[src/rtl/core/fibcc_pkg.sv]
// Package for the flash image block CRC checker.
// Holds the CRC constants and byte-step functions, the framing phase type and
// the queue item and result structures. No dependencies.
package fibcc_pkg;

    localparam logic [31:0] FILE_CRC_POLY = 32'hEDB8_8320;
    localparam logic [31:0] FILE_CRC_SEED = 32'hFFFF_FFFF;
    localparam logic [15:0] BLOCK_CRC_POLY = 16'h1021;
    localparam logic [15:0] BLOCK_CRC_SEED = 16'hFFFF;
    localparam logic [15:0] BLOCK_COUNT_MAX = 16'hFFFF;
    localparam logic [31:0] BYTE_TOTAL_MAX = 32'hFFFF_FFFF;
    localparam logic [31:0] HEADER_FIELD_LAST = 32'd3;
    localparam logic [31:0] CRC_FIELD_LAST = 32'd1;
    localparam int M_TDATA_W = 168;
    localparam int M_PAD_W = 5;

    typedef enum logic [3:0] {
        PH_ADDR = 4'b0001,
        PH_LEN  = 4'b0010,
        PH_DATA = 4'b0100,
        PH_CRC  = 4'b1000
    } phase_t;

    typedef enum logic {
        EV_BLOCK   = 1'b0,
        EV_SUMMARY = 1'b1
    } event_t;

    typedef struct packed {
        logic        has_byte;
        logic [7:0]  data_byte;
        logic        end_of_stream;
        logic [31:0] file_crc;
    } item_t;

    typedef struct packed {
        event_t      event_kind;
        logic [31:0] block_address;
        logic [31:0] block_length;
        logic        block_crc_ok;
        logic [15:0] received_block_crc;
        logic [31:0] file_crc;
        logic        file_crc_ok;
        logic        stream_truncated;
        logic [15:0] good_block_count;
        logic [31:0] good_byte_total;
        logic        last_of_run;
    } result_t;

    function automatic logic [31:0] crc32_byte(input logic [31:0] acc, input logic [7:0] b);
        logic [31:0] c;
        c = acc ^ {24'd0, b};
        for (int k = 0; k < 8; k++) begin
            c = c[0] ? ((c >> 1) ^ FILE_CRC_POLY) : (c >> 1);
        end
        return c;
    endfunction

    function automatic logic [15:0] crc16_byte(input logic [15:0] acc, input logic [7:0] b);
        logic [15:0] c;
        c = acc ^ {b, 8'd0};
        for (int k = 0; k < 8; k++) begin
            c = c[15] ? ((c << 1) ^ BLOCK_CRC_POLY) : (c << 1);
        end
        return c;
    endfunction

endpackage

[src/rtl/core/fibcc_front.sv]
// Front end of the flash image block CRC checker.
// Accepts input transfers, runs the file CRC-32 and forwards meaningful items
// to the queue. Depends on fibcc_pkg.
module fibcc_front (
    input  logic                aclk,
    input  logic                aresetn,
    input  logic                s_tvalid,
    output logic                s_tready,
    input  logic [7:0]          s_tdata,   // data_byte
    input  logic                s_tuser,   // has_byte
    input  logic                s_tlast,   // end_of_stream
    output logic                push_valid,
    input  logic                push_ready,
    output fibcc_pkg::item_t    push_item
);

    logic [31:0] crc_reg;
    logic [31:0] crc_next;
    logic [31:0] crc_byte;
    logic        accept;

    assign s_tready = push_ready;
    assign accept   = s_tvalid && push_ready;
    assign crc_byte = s_tuser ? fibcc_pkg::crc32_byte(crc_reg, s_tdata) : crc_reg;

    always_comb begin
        crc_next = crc_reg;
        if (accept) begin
            crc_next = s_tlast ? fibcc_pkg::FILE_CRC_SEED : crc_byte;
        end
    end

    always_ff @(posedge aclk) begin
        if (!aresetn) begin
            crc_reg <= fibcc_pkg::FILE_CRC_SEED;
        end else begin
            crc_reg <= crc_next;
        end
    end

    assign push_valid              = s_tvalid && (s_tuser || s_tlast);
    assign push_item.has_byte      = s_tuser;
    assign push_item.data_byte     = s_tdata;
    assign push_item.end_of_stream = s_tlast;
    assign push_item.file_crc      = ~crc_byte;

endmodule

[src/rtl/core/fibcc_queue.sv]
// Small register FIFO between the front and back ends of the checker.
// Depends on fibcc_pkg for the item type.
module fibcc_queue #(
    parameter int DEPTH = 4
) (
    input  logic                aclk,
    input  logic                aresetn,
    input  logic                push_valid,
    output logic                push_ready,
    input  fibcc_pkg::item_t    push_item,
    output logic                pop_valid,
    input  logic                pop_ready,
    output fibcc_pkg::item_t    pop_item
);

    localparam int PTR_W = $clog2(DEPTH);
    localparam int CNT_W = $clog2(DEPTH + 1);
    localparam logic [PTR_W-1:0] PTR_LAST = PTR_W'(DEPTH - 1);
    localparam logic [CNT_W-1:0] CNT_FULL = CNT_W'(DEPTH);

    fibcc_pkg::item_t slot_reg [DEPTH];
    logic [PTR_W-1:0] wr_ptr_reg, wr_ptr_next;
    logic [PTR_W-1:0] rd_ptr_reg, rd_ptr_next;
    logic [CNT_W-1:0] count_reg, count_next;
    logic             do_push;
    logic             do_pop;

    assign push_ready = (count_reg != CNT_FULL);
    assign pop_valid  = (count_reg != '0);
    assign pop_item   = slot_reg[rd_ptr_reg];
    assign do_push    = push_valid && push_ready;
    assign do_pop     = pop_valid && pop_ready;

    always_comb begin
        wr_ptr_next = wr_ptr_reg;
        rd_ptr_next = rd_ptr_reg;
        count_next  = count_reg;
        if (do_push) begin
            wr_ptr_next = (wr_ptr_reg == PTR_LAST) ? '0 : wr_ptr_reg + PTR_W'(1);
        end
        if (do_pop) begin
            rd_ptr_next = (rd_ptr_reg == PTR_LAST) ? '0 : rd_ptr_reg + PTR_W'(1);
        end
        if (do_push && !do_pop) begin
            count_next = count_reg + CNT_W'(1);
        end else if (do_pop && !do_push) begin
            count_next = count_reg - CNT_W'(1);
        end
    end

    always_ff @(posedge aclk) begin
        if (!aresetn) begin
            wr_ptr_reg <= '0;
            rd_ptr_reg <= '0;
            count_reg  <= '0;
        end else begin
            wr_ptr_reg <= wr_ptr_next;
            rd_ptr_reg <= rd_ptr_next;
            count_reg  <= count_next;
        end
    end

    always_ff @(posedge aclk) begin
        if (do_push) begin
            slot_reg[wr_ptr_reg] <= push_item;
        end
    end

endmodule

[src/rtl/core/fibcc_back.sv]
// Back end of the flash image block CRC checker.
// Deframes blocks, runs the block CRC-16, keeps the good-block counters and
// drives the result register with a one-entry overflow stage. Depends on fibcc_pkg.
module fibcc_back (
    input  logic                aclk,
    input  logic                aresetn,
    input  logic                cfg_valid,
    input  logic [31:0]         cfg_data,
    input  logic                in_valid,
    output logic                in_ready,
    input  fibcc_pkg::item_t    in_item,
    output logic                out_valid,
    input  logic                out_ready,
    output fibcc_pkg::result_t  out_data
);

    fibcc_pkg::phase_t  phase_reg, phase_next, phase_mid;
    logic [31:0]        pos_reg, pos_next, pos_mid, pos_inc;
    logic [31:0]        addr_reg, addr_next;
    logic [31:0]        len_reg, len_next, len_shift;
    logic [15:0]        c16_reg, c16_next;
    logic [15:0]        rcv_reg, rcv_next, rcv_shift;
    logic [15:0]        gblk_reg, gblk_next;
    logic [31:0]        gbyt_reg, gbyt_next;
    logic [31:0]        expect_reg;
    logic [32:0]        byte_sum;
    logic               blk_done;
    logic               blk_ok;
    logic               pop;
    fibcc_pkg::result_t blk_res, sum_res;
    logic               out_valid_reg, out_valid_next;
    fibcc_pkg::result_t out_data_reg, out_data_next;
    logic               pend_valid_reg, pend_valid_next;
    fibcc_pkg::result_t pend_data_reg, pend_data_next;

    assign in_ready  = !pend_valid_reg && (!out_valid_reg || out_ready);
    assign pop       = in_valid && in_ready;
    assign pos_inc   = pos_reg + 32'd1;
    assign len_shift = {len_reg[23:0], in_item.data_byte};
    assign rcv_shift = {rcv_reg[7:0], in_item.data_byte};
    assign byte_sum  = {1'b0, gbyt_reg} + {1'b0, len_reg};

    always_comb begin
        phase_mid = phase_reg;
        pos_mid   = pos_reg;
        addr_next = addr_reg;
        len_next  = len_reg;
        c16_next  = c16_reg;
        rcv_next  = rcv_reg;
        gblk_next = gblk_reg;
        gbyt_next = gbyt_reg;
        blk_done  = 1'b0;
        blk_ok    = (rcv_shift == c16_reg);
        if (pop && in_item.has_byte) begin
            pos_mid = pos_inc;
            case (phase_reg)
                fibcc_pkg::PH_ADDR: begin
                    addr_next = {addr_reg[23:0], in_item.data_byte};
                    if (pos_reg == fibcc_pkg::HEADER_FIELD_LAST) begin
                        pos_mid   = '0;
                        phase_mid = fibcc_pkg::PH_LEN;
                    end
                end
                fibcc_pkg::PH_LEN: begin
                    len_next = len_shift;
                    if (pos_reg == fibcc_pkg::HEADER_FIELD_LAST) begin
                        pos_mid   = '0;
                        c16_next  = fibcc_pkg::BLOCK_CRC_SEED;
                        phase_mid = (len_shift == '0) ? fibcc_pkg::PH_CRC
                                                      : fibcc_pkg::PH_DATA;
                    end
                end
                fibcc_pkg::PH_DATA: begin
                    c16_next = fibcc_pkg::crc16_byte(c16_reg, in_item.data_byte);
                    if (pos_inc == len_reg) begin
                        pos_mid   = '0;
                        phase_mid = fibcc_pkg::PH_CRC;
                    end
                end
                fibcc_pkg::PH_CRC: begin
                    rcv_next = rcv_shift;
                    if (pos_reg == fibcc_pkg::CRC_FIELD_LAST) begin
                        blk_done = 1'b1;
                        if (blk_ok) begin
                            if (gblk_reg != fibcc_pkg::BLOCK_COUNT_MAX) begin
                                gblk_next = gblk_reg + 16'd1;
                            end
                            gbyt_next = byte_sum[32] ? fibcc_pkg::BYTE_TOTAL_MAX
                                                     : byte_sum[31:0];
                        end
                        phase_mid = fibcc_pkg::PH_ADDR;
                        pos_mid   = '0;
                        addr_next = '0;
                        len_next  = '0;
                        rcv_next  = '0;
                        c16_next  = fibcc_pkg::BLOCK_CRC_SEED;
                    end
                end
                default: begin
                    phase_mid = fibcc_pkg::PH_ADDR;
                    pos_mid   = '0;
                end
            endcase
        end

        blk_res                    = '0;
        blk_res.event_kind         = fibcc_pkg::EV_BLOCK;
        blk_res.block_address      = addr_reg;
        blk_res.block_length       = len_reg;
        blk_res.block_crc_ok       = blk_ok;
        blk_res.received_block_crc = rcv_shift;
        blk_res.good_block_count   = gblk_next;
        blk_res.good_byte_total    = gbyt_next;
        blk_res.last_of_run        = !in_item.end_of_stream;

        sum_res                  = '0;
        sum_res.event_kind       = fibcc_pkg::EV_SUMMARY;
        sum_res.file_crc         = in_item.file_crc;
        sum_res.file_crc_ok      = (in_item.file_crc == expect_reg);
        sum_res.stream_truncated = (phase_mid != fibcc_pkg::PH_ADDR) || (pos_mid != '0);
        sum_res.good_block_count = gblk_next;
        sum_res.good_byte_total  = gbyt_next;
        sum_res.last_of_run      = 1'b1;

        phase_next = phase_mid;
        pos_next   = pos_mid;
        if (pop && in_item.end_of_stream) begin
            phase_next = fibcc_pkg::PH_ADDR;
            pos_next   = '0;
            addr_next  = '0;
            len_next   = '0;
            rcv_next   = '0;
            c16_next   = fibcc_pkg::BLOCK_CRC_SEED;
            gblk_next  = '0;
            gbyt_next  = '0;
        end
    end

    always_comb begin
        out_valid_next  = out_valid_reg;
        out_data_next   = out_data_reg;
        pend_valid_next = pend_valid_reg;
        pend_data_next  = pend_data_reg;
        if (out_valid_reg && out_ready) begin
            out_valid_next = 1'b0;
        end
        if (pend_valid_reg) begin
            if (out_ready) begin
                out_valid_next  = 1'b1;
                out_data_next   = pend_data_reg;
                pend_valid_next = 1'b0;
            end
        end else if (pop && (blk_done || in_item.end_of_stream)) begin
            out_valid_next = 1'b1;
            if (blk_done) begin
                out_data_next = blk_res;
                if (in_item.end_of_stream) begin
                    pend_valid_next = 1'b1;
                    pend_data_next  = sum_res;
                end
            end else begin
                out_data_next = sum_res;
            end
        end
    end

    always_ff @(posedge aclk) begin
        if (!aresetn) begin
            phase_reg      <= fibcc_pkg::PH_ADDR;
            pos_reg        <= '0;
            addr_reg       <= '0;
            len_reg        <= '0;
            c16_reg        <= fibcc_pkg::BLOCK_CRC_SEED;
            rcv_reg        <= '0;
            gblk_reg       <= '0;
            gbyt_reg       <= '0;
            expect_reg     <= '0;
            out_valid_reg  <= 1'b0;
            pend_valid_reg <= 1'b0;
        end else begin
            phase_reg      <= phase_next;
            pos_reg        <= pos_next;
            addr_reg       <= addr_next;
            len_reg        <= len_next;
            c16_reg        <= c16_next;
            rcv_reg        <= rcv_next;
            gblk_reg       <= gblk_next;
            gbyt_reg       <= gbyt_next;
            out_valid_reg  <= out_valid_next;
            pend_valid_reg <= pend_valid_next;
            if (cfg_valid) begin
                expect_reg <= cfg_data;
            end
        end
    end

    always_ff @(posedge aclk) begin
        out_data_reg  <= out_data_next;
        pend_data_reg <= pend_data_next;
    end

    assign out_valid = out_valid_reg;
    assign out_data  = out_data_reg;

endmodule

[src/rtl/core/flash_image_block_crc_checker_top.sv]
// Top level of the flash image block CRC checker.
// Instantiates fibcc_front, fibcc_queue and fibcc_back; uses fibcc_pkg.
//
// The block takes one stream byte per transfer and sustains one input transfer
// per clock cycle while the queue has room. The front end runs the file CRC-32 (one
// unrolled byte step per cycle) and passes items through a QUEUE_DEPTH-entry queue
// to the back end, which deframes blocks and checks each block CRC-16 a byte at a
// time. An input that ends a block and also ends the stream gives two results,
// which leave back to back, block result first, while the output is ready; the queue
// absorbs the input side meanwhile. An input item is held in a queue slot, and its
// result in the output register, before the result is presented. The expected file
// CRC may be written on any cycle while the block is idle.
module flash_image_block_crc_checker_top #(
    parameter int QUEUE_DEPTH = 4
) (
    input  logic        aclk,
    input  logic        aresetn,
    input  logic        cfg_valid,
    output logic        cfg_ready,
    input  logic [31:0] cfg_data,      // expected_file_crc
    input  logic        s_tvalid,
    output logic        s_tready,
    input  logic [7:0]  s_tdata,       // data_byte
    input  logic        s_tuser,       // has_byte
    input  logic        s_tlast,       // end_of_stream
    output logic        m_tvalid,
    input  logic        m_tready,
    // block_address, block_length, block_crc_ok, received_block_crc, file_crc,
    // file_crc_ok, stream_truncated, good_block_count, good_byte_total, zero pad
    output logic [fibcc_pkg::M_TDATA_W-1:0] m_tdata,
    output logic        m_tuser,       // event_kind
    output logic        m_tlast        // last_of_run
);

    logic               q_push_valid;
    logic               q_push_ready;
    fibcc_pkg::item_t   q_push_item;
    logic               q_pop_valid;
    logic               q_pop_ready;
    fibcc_pkg::item_t   q_pop_item;
    fibcc_pkg::result_t res;

    assign cfg_ready = 1'b1;

    fibcc_front u_front (
        .aclk       (aclk),
        .aresetn    (aresetn),
        .s_tvalid   (s_tvalid),
        .s_tready   (s_tready),
        .s_tdata    (s_tdata),
        .s_tuser    (s_tuser),
        .s_tlast    (s_tlast),
        .push_valid (q_push_valid),
        .push_ready (q_push_ready),
        .push_item  (q_push_item)
    );

    fibcc_queue #(
        .DEPTH (QUEUE_DEPTH)
    ) u_queue (
        .aclk       (aclk),
        .aresetn    (aresetn),
        .push_valid (q_push_valid),
        .push_ready (q_push_ready),
        .push_item  (q_push_item),
        .pop_valid  (q_pop_valid),
        .pop_ready  (q_pop_ready),
        .pop_item   (q_pop_item)
    );

    fibcc_back u_back (
        .aclk      (aclk),
        .aresetn   (aresetn),
        .cfg_valid (cfg_valid),
        .cfg_data  (cfg_data),
        .in_valid  (q_pop_valid),
        .in_ready  (q_pop_ready),
        .in_item   (q_pop_item),
        .out_valid (m_tvalid),
        .out_ready (m_tready),
        .out_data  (res)
    );

    assign m_tuser = res.event_kind;
    assign m_tlast = res.last_of_run;
    assign m_tdata = {{fibcc_pkg::M_PAD_W{1'b0}}, res.good_byte_total, res.good_block_count,
                      res.stream_truncated, res.file_crc_ok, res.file_crc,
                      res.received_block_crc, res.block_crc_ok, res.block_length,
                      res.block_address};

    a_summary_is_last : assert property (@(posedge aclk) disable iff (!aresetn)
        m_tvalid && m_tuser |-> m_tlast)
        else $error("summary result not marked as last of run");

    a_first_of_two_is_block : assert property (@(posedge aclk) disable iff (!aresetn)
        m_tvalid && !m_tlast |-> !m_tuser)
        else $error("non-final result is not a block event");

    a_back_stalls_on_output : assert property (@(posedge aclk) disable iff (!aresetn)
        q_pop_valid && !q_pop_ready |-> m_tvalid)
        else $error("back end stalled with an empty output register");

    a_second_result_follows : assert property (@(posedge aclk) disable iff (!aresetn)
        m_tvalid && m_tready && !m_tlast |=> m_tvalid && m_tuser)
        else $error("summary did not follow a block event of the same input");

endmodule
[config.mk]
export PLATFORM = sky130hd
export DESIGN_NAME = flash_image_block_crc_checker_top
export DESIGN_NICKNAME = d
export VERILOG_FILES = /design/src/rtl/core/fibcc_pkg.sv /design/src/rtl/core/fibcc_front.sv /design/src/rtl/core/fibcc_queue.sv /design/src/rtl/core/fibcc_back.sv /design/src/rtl/core/flash_image_block_crc_checker_top.sv
export SDC_FILE = /design/constraint.sdc
export NUM_CORES = 1
export LEC_CHECK = 0
export BUFFER_PORTS_ARGS = -buffer_cell sky130_fd_sc_hd__clkbuf_2
export CORE_UTILIZATION = 61
export CTS_CLUSTER_DIAMETER = 40
export CTS_CLUSTER_SIZE = 10
export DETAILED_ROUTE_END_ITERATION = 8
export HOLD_SLACK_MARGIN = 0.02
export PLACE_DENSITY = 0.91
export SYNTH_ARGS = -nofsm -noshare
export SYNTH_HDL_FRONTEND = slang
export SYNTH_SLANG_ARGS = --single-unit
[constraint.sdc]
create_clock -name aclk -period 9.74 [get_ports aclk]
set_input_delay 1.461 -clock aclk [delete_from_list [all_inputs] [get_ports aclk]]
set_output_delay 1.461 -clock aclk [all_outputs]
set_load 0.02 [all_outputs]
==> summary.txt, run 1 <==
Worst setup path
  • Setup CP Type: in -> reg
  • CP startpoint: m_tready
  • Critical-path maximum fanout: 43
  • Worst R2R Path Depth: 12
  • CP required: 10.14 ns
  • CP arrival: 5.51 ns
  • Reg2Reg Launch Point: u_back.pos_reg[15]
  • Worst setup EP type: flop
  • CP Launch Type: input pin

Power and ir drop
  • Clock network fraction of design power: 0.349
  • Peak supply drop: 226.0 uV
  • Pwr Density: around 270 nW/um^2
  • Switching Fraction: 0.3360
  • Sequential power share: 0.394
  • Final Total Pwr: 9566 uW
  • Internal power component: 6352 uW
  • Leakage: approximately 0.013 uW
  • Logic pwr share: 0.256
  • Switch Pwr: about 3200 uW

Synthesis
  • FF+latch count, synth: 662
  • Synth cell types: 83
  • Asr flop ratio synth: 0
  • Synth warn: 0
  • Post-synthesis sequential area ratio: 0.5721
  • Syn_area_per_cell: approximately 11 sq um
  • XOR/XNOR Fraction of Synth Area: 0.06822
  • Dominant synthesized flop cell: edfxtp_1
  • EDFF count, synth: 415
  • Simple-gate portion of the synthesized area: 0.1603
  • Syn Inst Count: 2722
  • Post-synthesis cell area: 30430 sq um
  • Post-synthesis adder-cell area fraction: 0.01818
  • Main combinational cell family by area after synthesis: simple AND/OR/NAND/NOR gates
  • Compound-cell area share of the yosys netlist: 0.08849
  • Mux contribution to synthesized area: 0.06370

Min path
  • Hold_sp: u_back.addr_reg[30]
  • Hold path depth: 2
  • Hold WC Path Type: reg -> reg

Timing
  • Setup violators final: 0
  • Slew Limit Fails: 0
  • Unrepaired setup endpoints after global routing: no
  • Relative slew slack: 0.1414
  • Hold Violations, Final: 0
  • Max frequency: 195.7 MHz
  • Min Tclk post-route: 5.110 ns
  • Period utilization: 0.5247
  • TNS Setup: 0 ns
  • Setup Skew: approximately 0.047 ns
  • WHS: around 0.45 ns
  • Slew @ Worst Pin: between 1 and 1.5 ns
  • Final worst slack: between 4 and 5 ns

CTS
  • Root buf cell: clkbuf_16
  • H-tree Lvls: 3
  • Clk_lat worst skew: roughly 0.66 ns
  • Postcts setup bufs: 0
  • Clock transition at path regs: 0.05 ns
  • Num CTS Buffers: 93
  • Clock buffer depth: 3
  • Cts hold-fix bufs: 0
  • # clock sinks: 662
  • CTS tree: yes
  • Post-CTS Resized: 0

Floorplan
  • Boundary Pins: 220
  • Die W: 225.3 um
  • Die Height: 225.3 um
  • Starting Density: 0.6203
  • Core ar.: 49050 sq um
  • Die Area: about 51000 sq um
  • # rows: 81

Global route
  • Gr ovfl total: 0
  • Vias in the first global route: roughly 23k
  • First-pass GRT wire length: 134.2 mm
  • Largest net degree at the start of global routing: 112
  • Initial antenna violation count: 1
  • Total track usage: 0.3491

Flow run
  • Max-cap viol count: 0

Layout
  • Antenna diode count: 0
  • Commonest non-fill, non-tap cell in the layout: edfxtp_1
  • Net total in the final layout: around 3k
  • Max reg flops: about 170
  • Fill cell count: 3033
  • Most frequent cells in the layout: edfxtp_1 (415), nand2_1 (260), dfxtp_1 (244), nor2_1 (238), clkbuf_2 (213)
  • Layout cell share with drive strength beyond 1: 0.1666
  • Syn-to-layout area delta: 15.19%

Drt
  • Residual DRC: 0
  • Total Routed Length: a little under 90 mm
  • Iteration-0 DRC Markers: 3175
  • Vias: 23.61k
  • Vias per cell: 6.484
  • Routed len/inst: 24.34 um
  • Routed Antenna Nets: 0
  • Pre-antenna DRT Iters: 9

Place
  • RD Place Congestion: around 0.98
  • Dpl ws: 4.238 ns
  • Port Buffers: 213
  • Hpwl dp: 55.43 mm

Run status
  • Status: finished clean
worst max-delay path, stage by stage:
cell and delay, ns:
clkbuf_2 0.13, nand2b_1 0.17, o311a_1 0.39, and2_1 0.38, nand3_2 0.28, nor2_4 0.22
inv_2 0.15, nor4_4 0.22, buf_4 0.48, nand2b_1 0.20, nor3_2 1.02, o21a_1 0.30
nor2_1 0.07
per-layer routing:
layer | share of wire | wire (um) | global-route usage
met1 | 0.37 | 33110 | 0.4431
met3 | 0.11 | 9439 | 0.08096
met5 | 0 | 0 | 0
met4 | 0.048 | 4246 | 0.1751
met2 | 0.47 | 41830 | 0.5625
synthesized netlist by cell type, types with 13 or more instances:
| library cell | instances | area [sq um] |
|---|---|---|
| a211oi_1 | 13 | 97.59 |
| a21o_1 | 20 | 150.1 |
| a21oi_1 | 158 | 790.8 |
| a31o_2 | 24 | 210.2 |
| and2_1 | 112 | 700.7 |
| and3_1 | 22 | 137.6 |
| buf_1 | 15 | 56.30 |
| buf_2 | 19 | 95.09 |
| clkbuf_1 | 123 | 461.7 |
| dfxtp_1 | 247 | 4945 |
| edfxtp_1 | 415 | 12460 |
| ha_1 | 41 | 513.0 |
| inv_1 | 52 | 195.2 |
| mux2_2 | 13 | 146.4 |
| mux2i_1 | 83 | 830.8 |
| mux4_2 | 42 | 945.9 |
| nand2_1 | 262 | 983.4 |
| nand2b_1 | 26 | 162.7 |
| nand3_1 | 114 | 570.6 |
| nand4_1 | 36 | 225.2 |
| nor2_1 | 239 | 897.1 |
| nor2b_1 | 40 | 250.2 |
| nor3_1 | 47 | 235.2 |
| nor4_1 | 36 | 225.2 |
| o21ai_0 | 95 | 475.5 |
| o22ai_1 | 43 | 269.0 |
| xnor2_1 | 144 | 1261 |
| xor2_1 | 85 | 744.5 |
power by group through the flow:
| stage | Combinational (uW) | Sequential (uW) | Clock [uW] |
|---|---|---|---|
| global placement | 2250 | 3790 | 0 |
| detailed placement | 2340 | 3810 | 0 |
| finish | 2450 | 3770 | 3340 |
| CTS | 2410 | 3770 | 3350 |
| floorplan | 1290 | 4120 | 0 |
| global route | 2580 | 3800 | 3460 |
stage by stage:
stage	utilization	std cells	instance area [sq um]
6_report	0.7145	3641	35050
3_3_place_gp	0.6516	3466	31960
3_5_place_dp	0.6516	3466	31960
5_1_grt	0.7145	3641	35050
4_1_cts	0.7145	3641	35050
2_1_floorplan	-	2726	30440
cell type report:
| type | instances | area [sq um] | share of cell area |
|---|---|---|---|
| timing repair buffer | 241 | 1276 | 0.03641 |
| tap | 664 | 830.8 | 0.02370 |
| multi-input combinational | 1845 | 12240 | 0.3492 |
| clock buffer | 142 | 2679 | 0.07643 |
| sequential | 662 | 17410 | 0.4968 |
| inverter | 54 | 203.9 | 0.005819 |
| clock inverter | 33 | 407.9 | 0.01164 |
kinds of logic (layout without fill, tap and decap cells):
| group | count (synthesis) | in the layout |
|---|---|---|
| other cells | 2 | 6 |
| buf+inv | 219 | 470 |
| simple gates | 986 | 986 |
| compound gates | 439 | 439 |
| flops | 662 | 662 |
| mux | 139 | 139 |
| fa+ha+maj | 43 | 43 |
| xor+xnor | 232 | 232 |
worst paths after layout:
kind                            slack, ns                   to
worst max register to register       4.94  u_back.out_data[17]
worst min-delay path                 0.45  u_back.addr_reg[30]
worst min register to register       0.45  u_back.addr_reg[30]
worst max-delay path                 4.63  u_back.out_data[17]
Power figures use the tool's default switching activity.
==> run 2: changes to the inputs <==
--- a/config.mk
+++ b/config.mk
@@ -5,13 +5,14 @@
 export SDC_FILE = /design/constraint.sdc
 export NUM_CORES = 1
 export LEC_CHECK = 0
+export ABC_AREA = 1
 export BUFFER_PORTS_ARGS = -buffer_cell sky130_fd_sc_hd__clkbuf_2
-export CORE_UTILIZATION = 61
+export CORE_UTILIZATION = 55
 export CTS_CLUSTER_DIAMETER = 40
 export CTS_CLUSTER_SIZE = 10
 export DETAILED_ROUTE_END_ITERATION = 8
 export HOLD_SLACK_MARGIN = 0.02
-export PLACE_DENSITY = 0.91
+export PLACE_DENSITY = 0.87
 export SYNTH_ARGS = -nofsm -noshare
 export SYNTH_HDL_FRONTEND = slang
 export SYNTH_SLANG_ARGS = --single-unit
==> constraint.sdc (replaced) <==
create_clock -name aclk -period 4.3 [get_ports aclk]
set_input_delay 0.645 -clock aclk [delete_from_list [all_inputs] [get_ports aclk]]
set_output_delay 0.645 -clock aclk [all_outputs]
set_load 0.02 [all_outputs]
==> summary.txt, run 2 <==
Min path
  • Worst Hold End: u_back.expect_reg[20]
  • Hold_sp: cfg_data[20]
  • Hold WC Path Type: in -> reg
  • Hold path depth: 3

Place
  • Hpwl dp: 54.63 mm
  • RD Place Congestion: roughly 1.0
  • Port Buffers: 213

Timing
  • Slew @ Worst Pin: roughly 1.1 ns
  • Slew Limit Fails: 0
  • Hold Violations, Final: 0
  • Unrepaired setup endpoints after global routing: no
  • TNS Setup: 0 ns
  • Setup Skew: roughly 0.040 ns
  • Period utilization: 0.9358
  • Min Tclk post-route: between 4 and 5 ns
  • Max frequency: 248.5 MHz
  • Relative slew slack: 0.2508
  • Setup violators final: 0

Layout
  • Most frequent cells in the layout: nand2_1 (791), nor2_1 (415), edfxtp_1 (415), inv_1 (347), dfxtp_1 (245)
  • Fill cell count: 4108
  • Syn-to-layout area delta: 16.51%
  • Core Util, Final: 0.6480
  • Max reg flops: 168
  • FF+latch area: roughly 17000 sq um
  • Net total in the final layout: approximately 3.7k
  • Commonest non-fill, non-tap cell in the layout: nand2_1
  • Layout cell share with drive strength beyond 1: 0.1296
  • Antenna diode count: 0
  • Area taken by multi-input logic gates: 11380 sq um

Flow run
  • Max-cap viol count: 0

Drt
  • Total Routed Length: 83.97 mm
  • Routed Antenna Nets: 0
  • Pre-antenna DRT Iters: 6
  • Vias: ~26k
  • Residual DRC: 0
  • Routed len/inst: 18.73 um
  • Vias per cell: around 5.7
  • Iteration-0 DRC Markers: 3378

Global route
  • Vias in the first global route: 24.25k
  • Total track usage: 0.2922
  • Initial antenna violation count: 0
  • First-pass GRT wire length: ~130 mm
  • Gr ovfl total: 0
  • Largest net degree at the start of global routing: 80

Synthesis
  • Dominant synthesized flop cell: edfxtp_1
  • Post-synthesis cell area: between 30000 and 40000 sq um
  • Main combinational cell family by area after synthesis: simple AND/OR/NAND/NOR gates
  • Top post-synthesis cells by area: edfxtp_1 (41%), dfxtp_1 (16%), nand2_1 (9.7%)
  • Post-synth top cells: nand2_1 (792), nor2_1 (421), edfxtp_1 (415)
  • Simple-gate portion of the synthesized area: 0.2101
  • XOR/XNOR Fraction of Synth Area: 0.04516
  • Syn Inst Count: between 3k and 4k
  • Asr flop ratio synth: 0
  • EDFF count, synth: roughly 420
  • Synth cell types: 52
  • Synth top area share: 0.4067
  • Syn_area_per_cell: 8.910 sq um
  • Leading area contributor after synthesis: edfxtp_1
  • Post-synthesis adder-cell area fraction: 0.01805
  • Top-count cell post-synth: nand2_1
  • Mux contribution to synthesized area: 0.0003267
  • Post-synthesis sequential area ratio: 0.5681
  • Compound-cell area share of the yosys netlist: 0.09453
  • Synth warn: 0
  • FF+latch count, synth: 662

Power and ir drop
  • Pwr Density: 627.5 nW/um^2
  • Peak supply drop: 456.0 uV
  • Leakage: 0.01451 uW

Worst setup path
  • Critical-path maximum fanout: 14
  • Reg2Reg Capture Point: u_back.out_data[30]
  • CP Launch Type: flop
  • Critical-path cell list: ha_1 > inv_1 > fa_1 > nand3b_1 > nand2_1 > a21oi_1 > o21ai_1 > a21oi_1 > inv_1 > nand4_1 > nand2_1 > inv_1 > nand4_1 > o211ai_1 > o21ai_0 > inv_1 > o21ai_0
  • Setup CP Type: reg -> reg
  • Delay-heaviest family, CP: compound AO/OA/AOI/OAI gates
  • CP required: 4.67 ns
  • Worst setup EP type: flop
  • CP dominant cell by count: inv_1
  • Worst R2R Path Depth: 17
  • Reg2Reg Launch Point: u_back.len_reg[0]
  • Reg-to-reg setup timing slack: 0.28 ns
  • Critical path's slowest cell: o21ai_0
  • CP arrival: ~4.4 ns
  • Crit-path max cell delay: approximately 0.5 ns
  • Buf+Inv Stages, Crit Path: 4

Run status
  • Status: finished clean

Floorplan
  • Boundary Pins: 220
  • Core ar.: 55090 sq um
  • Die Area: 56660 sq um
  • Starting Density: 0.5562
  • Die W: 238.0 um
  • Die Height: between 200 and 250 um
  • # rows: 86

CTS
  • # clock sinks: 662
  • Cts hold-fix bufs: 0
  • H-tree Lvls: 3
  • Clock transition at path regs: ~0.050 ns
  • CTS tree: yes
  • Clock buffer depth: 3
  • Postcts setup bufs: 0
  • Num CTS Buffers: 95
  • Post-CTS Resized: 0
  • Clk_lat worst skew: 0.66 ns
  • Root buf cell: clkbuf_16
[run 2: cell types whose count changed in the layout (fill, tap and decap cells not counted), sizes merged, moves of 85 or more]
cell / previous run / this run
o21ai: 97 / 252
nor2: 240 / 436
nand2: 262 / 804
and2: 112 / 5
inv: 64 / 368
nand3: 116 / 201
[run 2: how the worst max path moves through the flow]
stage	start	to	cells past startpoint
final	u_back.len_reg[0]	u_back.out_data[30]	17
after global routing	u_back.len_reg[0]	u_back.out_data[30]	17
after CTS	u_back.len_reg[0]	u_back.out_data[30]	17
after detailed placement	u_back.len_reg[0]	u_back.out_data[30]	17
after global placement	u_back.len_reg[0]	u_back.out_data[30]	17
after floorplan	m_tready	u_back.out_data[0]	9
[run 2: cell families after synthesis]
kind of cell | after synthesis
and+or+nand+nor | 1543
DFF | 662
AOI/OAI and AO/OA | 528
buffers and inverters | 502
xor gates and xnor gates | 158
adders and majority gates | 43
other | 2
muxes | 1
[run 2: where the power goes]
part           switching (uW)  internal (uW)  leakage [uW]
Combinational            4480           1580       0.00717
Sequential                471           8230       0.00583
Clock                    2970           4670       0.00151
Total                    7920          14500        0.0145
[run 2: area by class of cell]
type / count / share of cell area
sequential: 662 / 0.4877
clock buffer: 132 / 0.07216
tap: 748 / 0.02622
timing repair buffer: 260 / 0.04185
inverter: 357 / 0.03761
multi-input combinational: 2279 / 0.3189
clock inverter: 46 / 0.01556
[run 2: stage by stage]
stage	setup slack (ns)	hold slack [ns]	power [uW]	area, sq um	cells
floorplan	0.04487	0.4371	12660	30660	3443
global placement	0.4886	0.4541	14530	32570	4306
detailed placement	0.4278	0.4552	14700	32570	4306
CTS	0.3892	0.2059	22360	35700	4484
global route	0.1965	0.2206	23230	35700	4484
finish	0.2761	0.2236	22400	35700	4484
[run 2: per-layer routing]
metal	up-vias	share of wire	routed length (um)	global-route usage
met5	-	0	0	0
met4	0	0.053	4449	0.1568
met3	316	0.092	7725	0.05379
met2	1455	0.47	39790	0.4794
met1	11964	0.38	32000	0.3678
li1	11807	-	-	-
[run 2: tightest hold or removal path: cells and delay by family]
family / cells / cell delay (ns)
simple gates: 2 / 0.11
buf+inv: 1 / 0.07
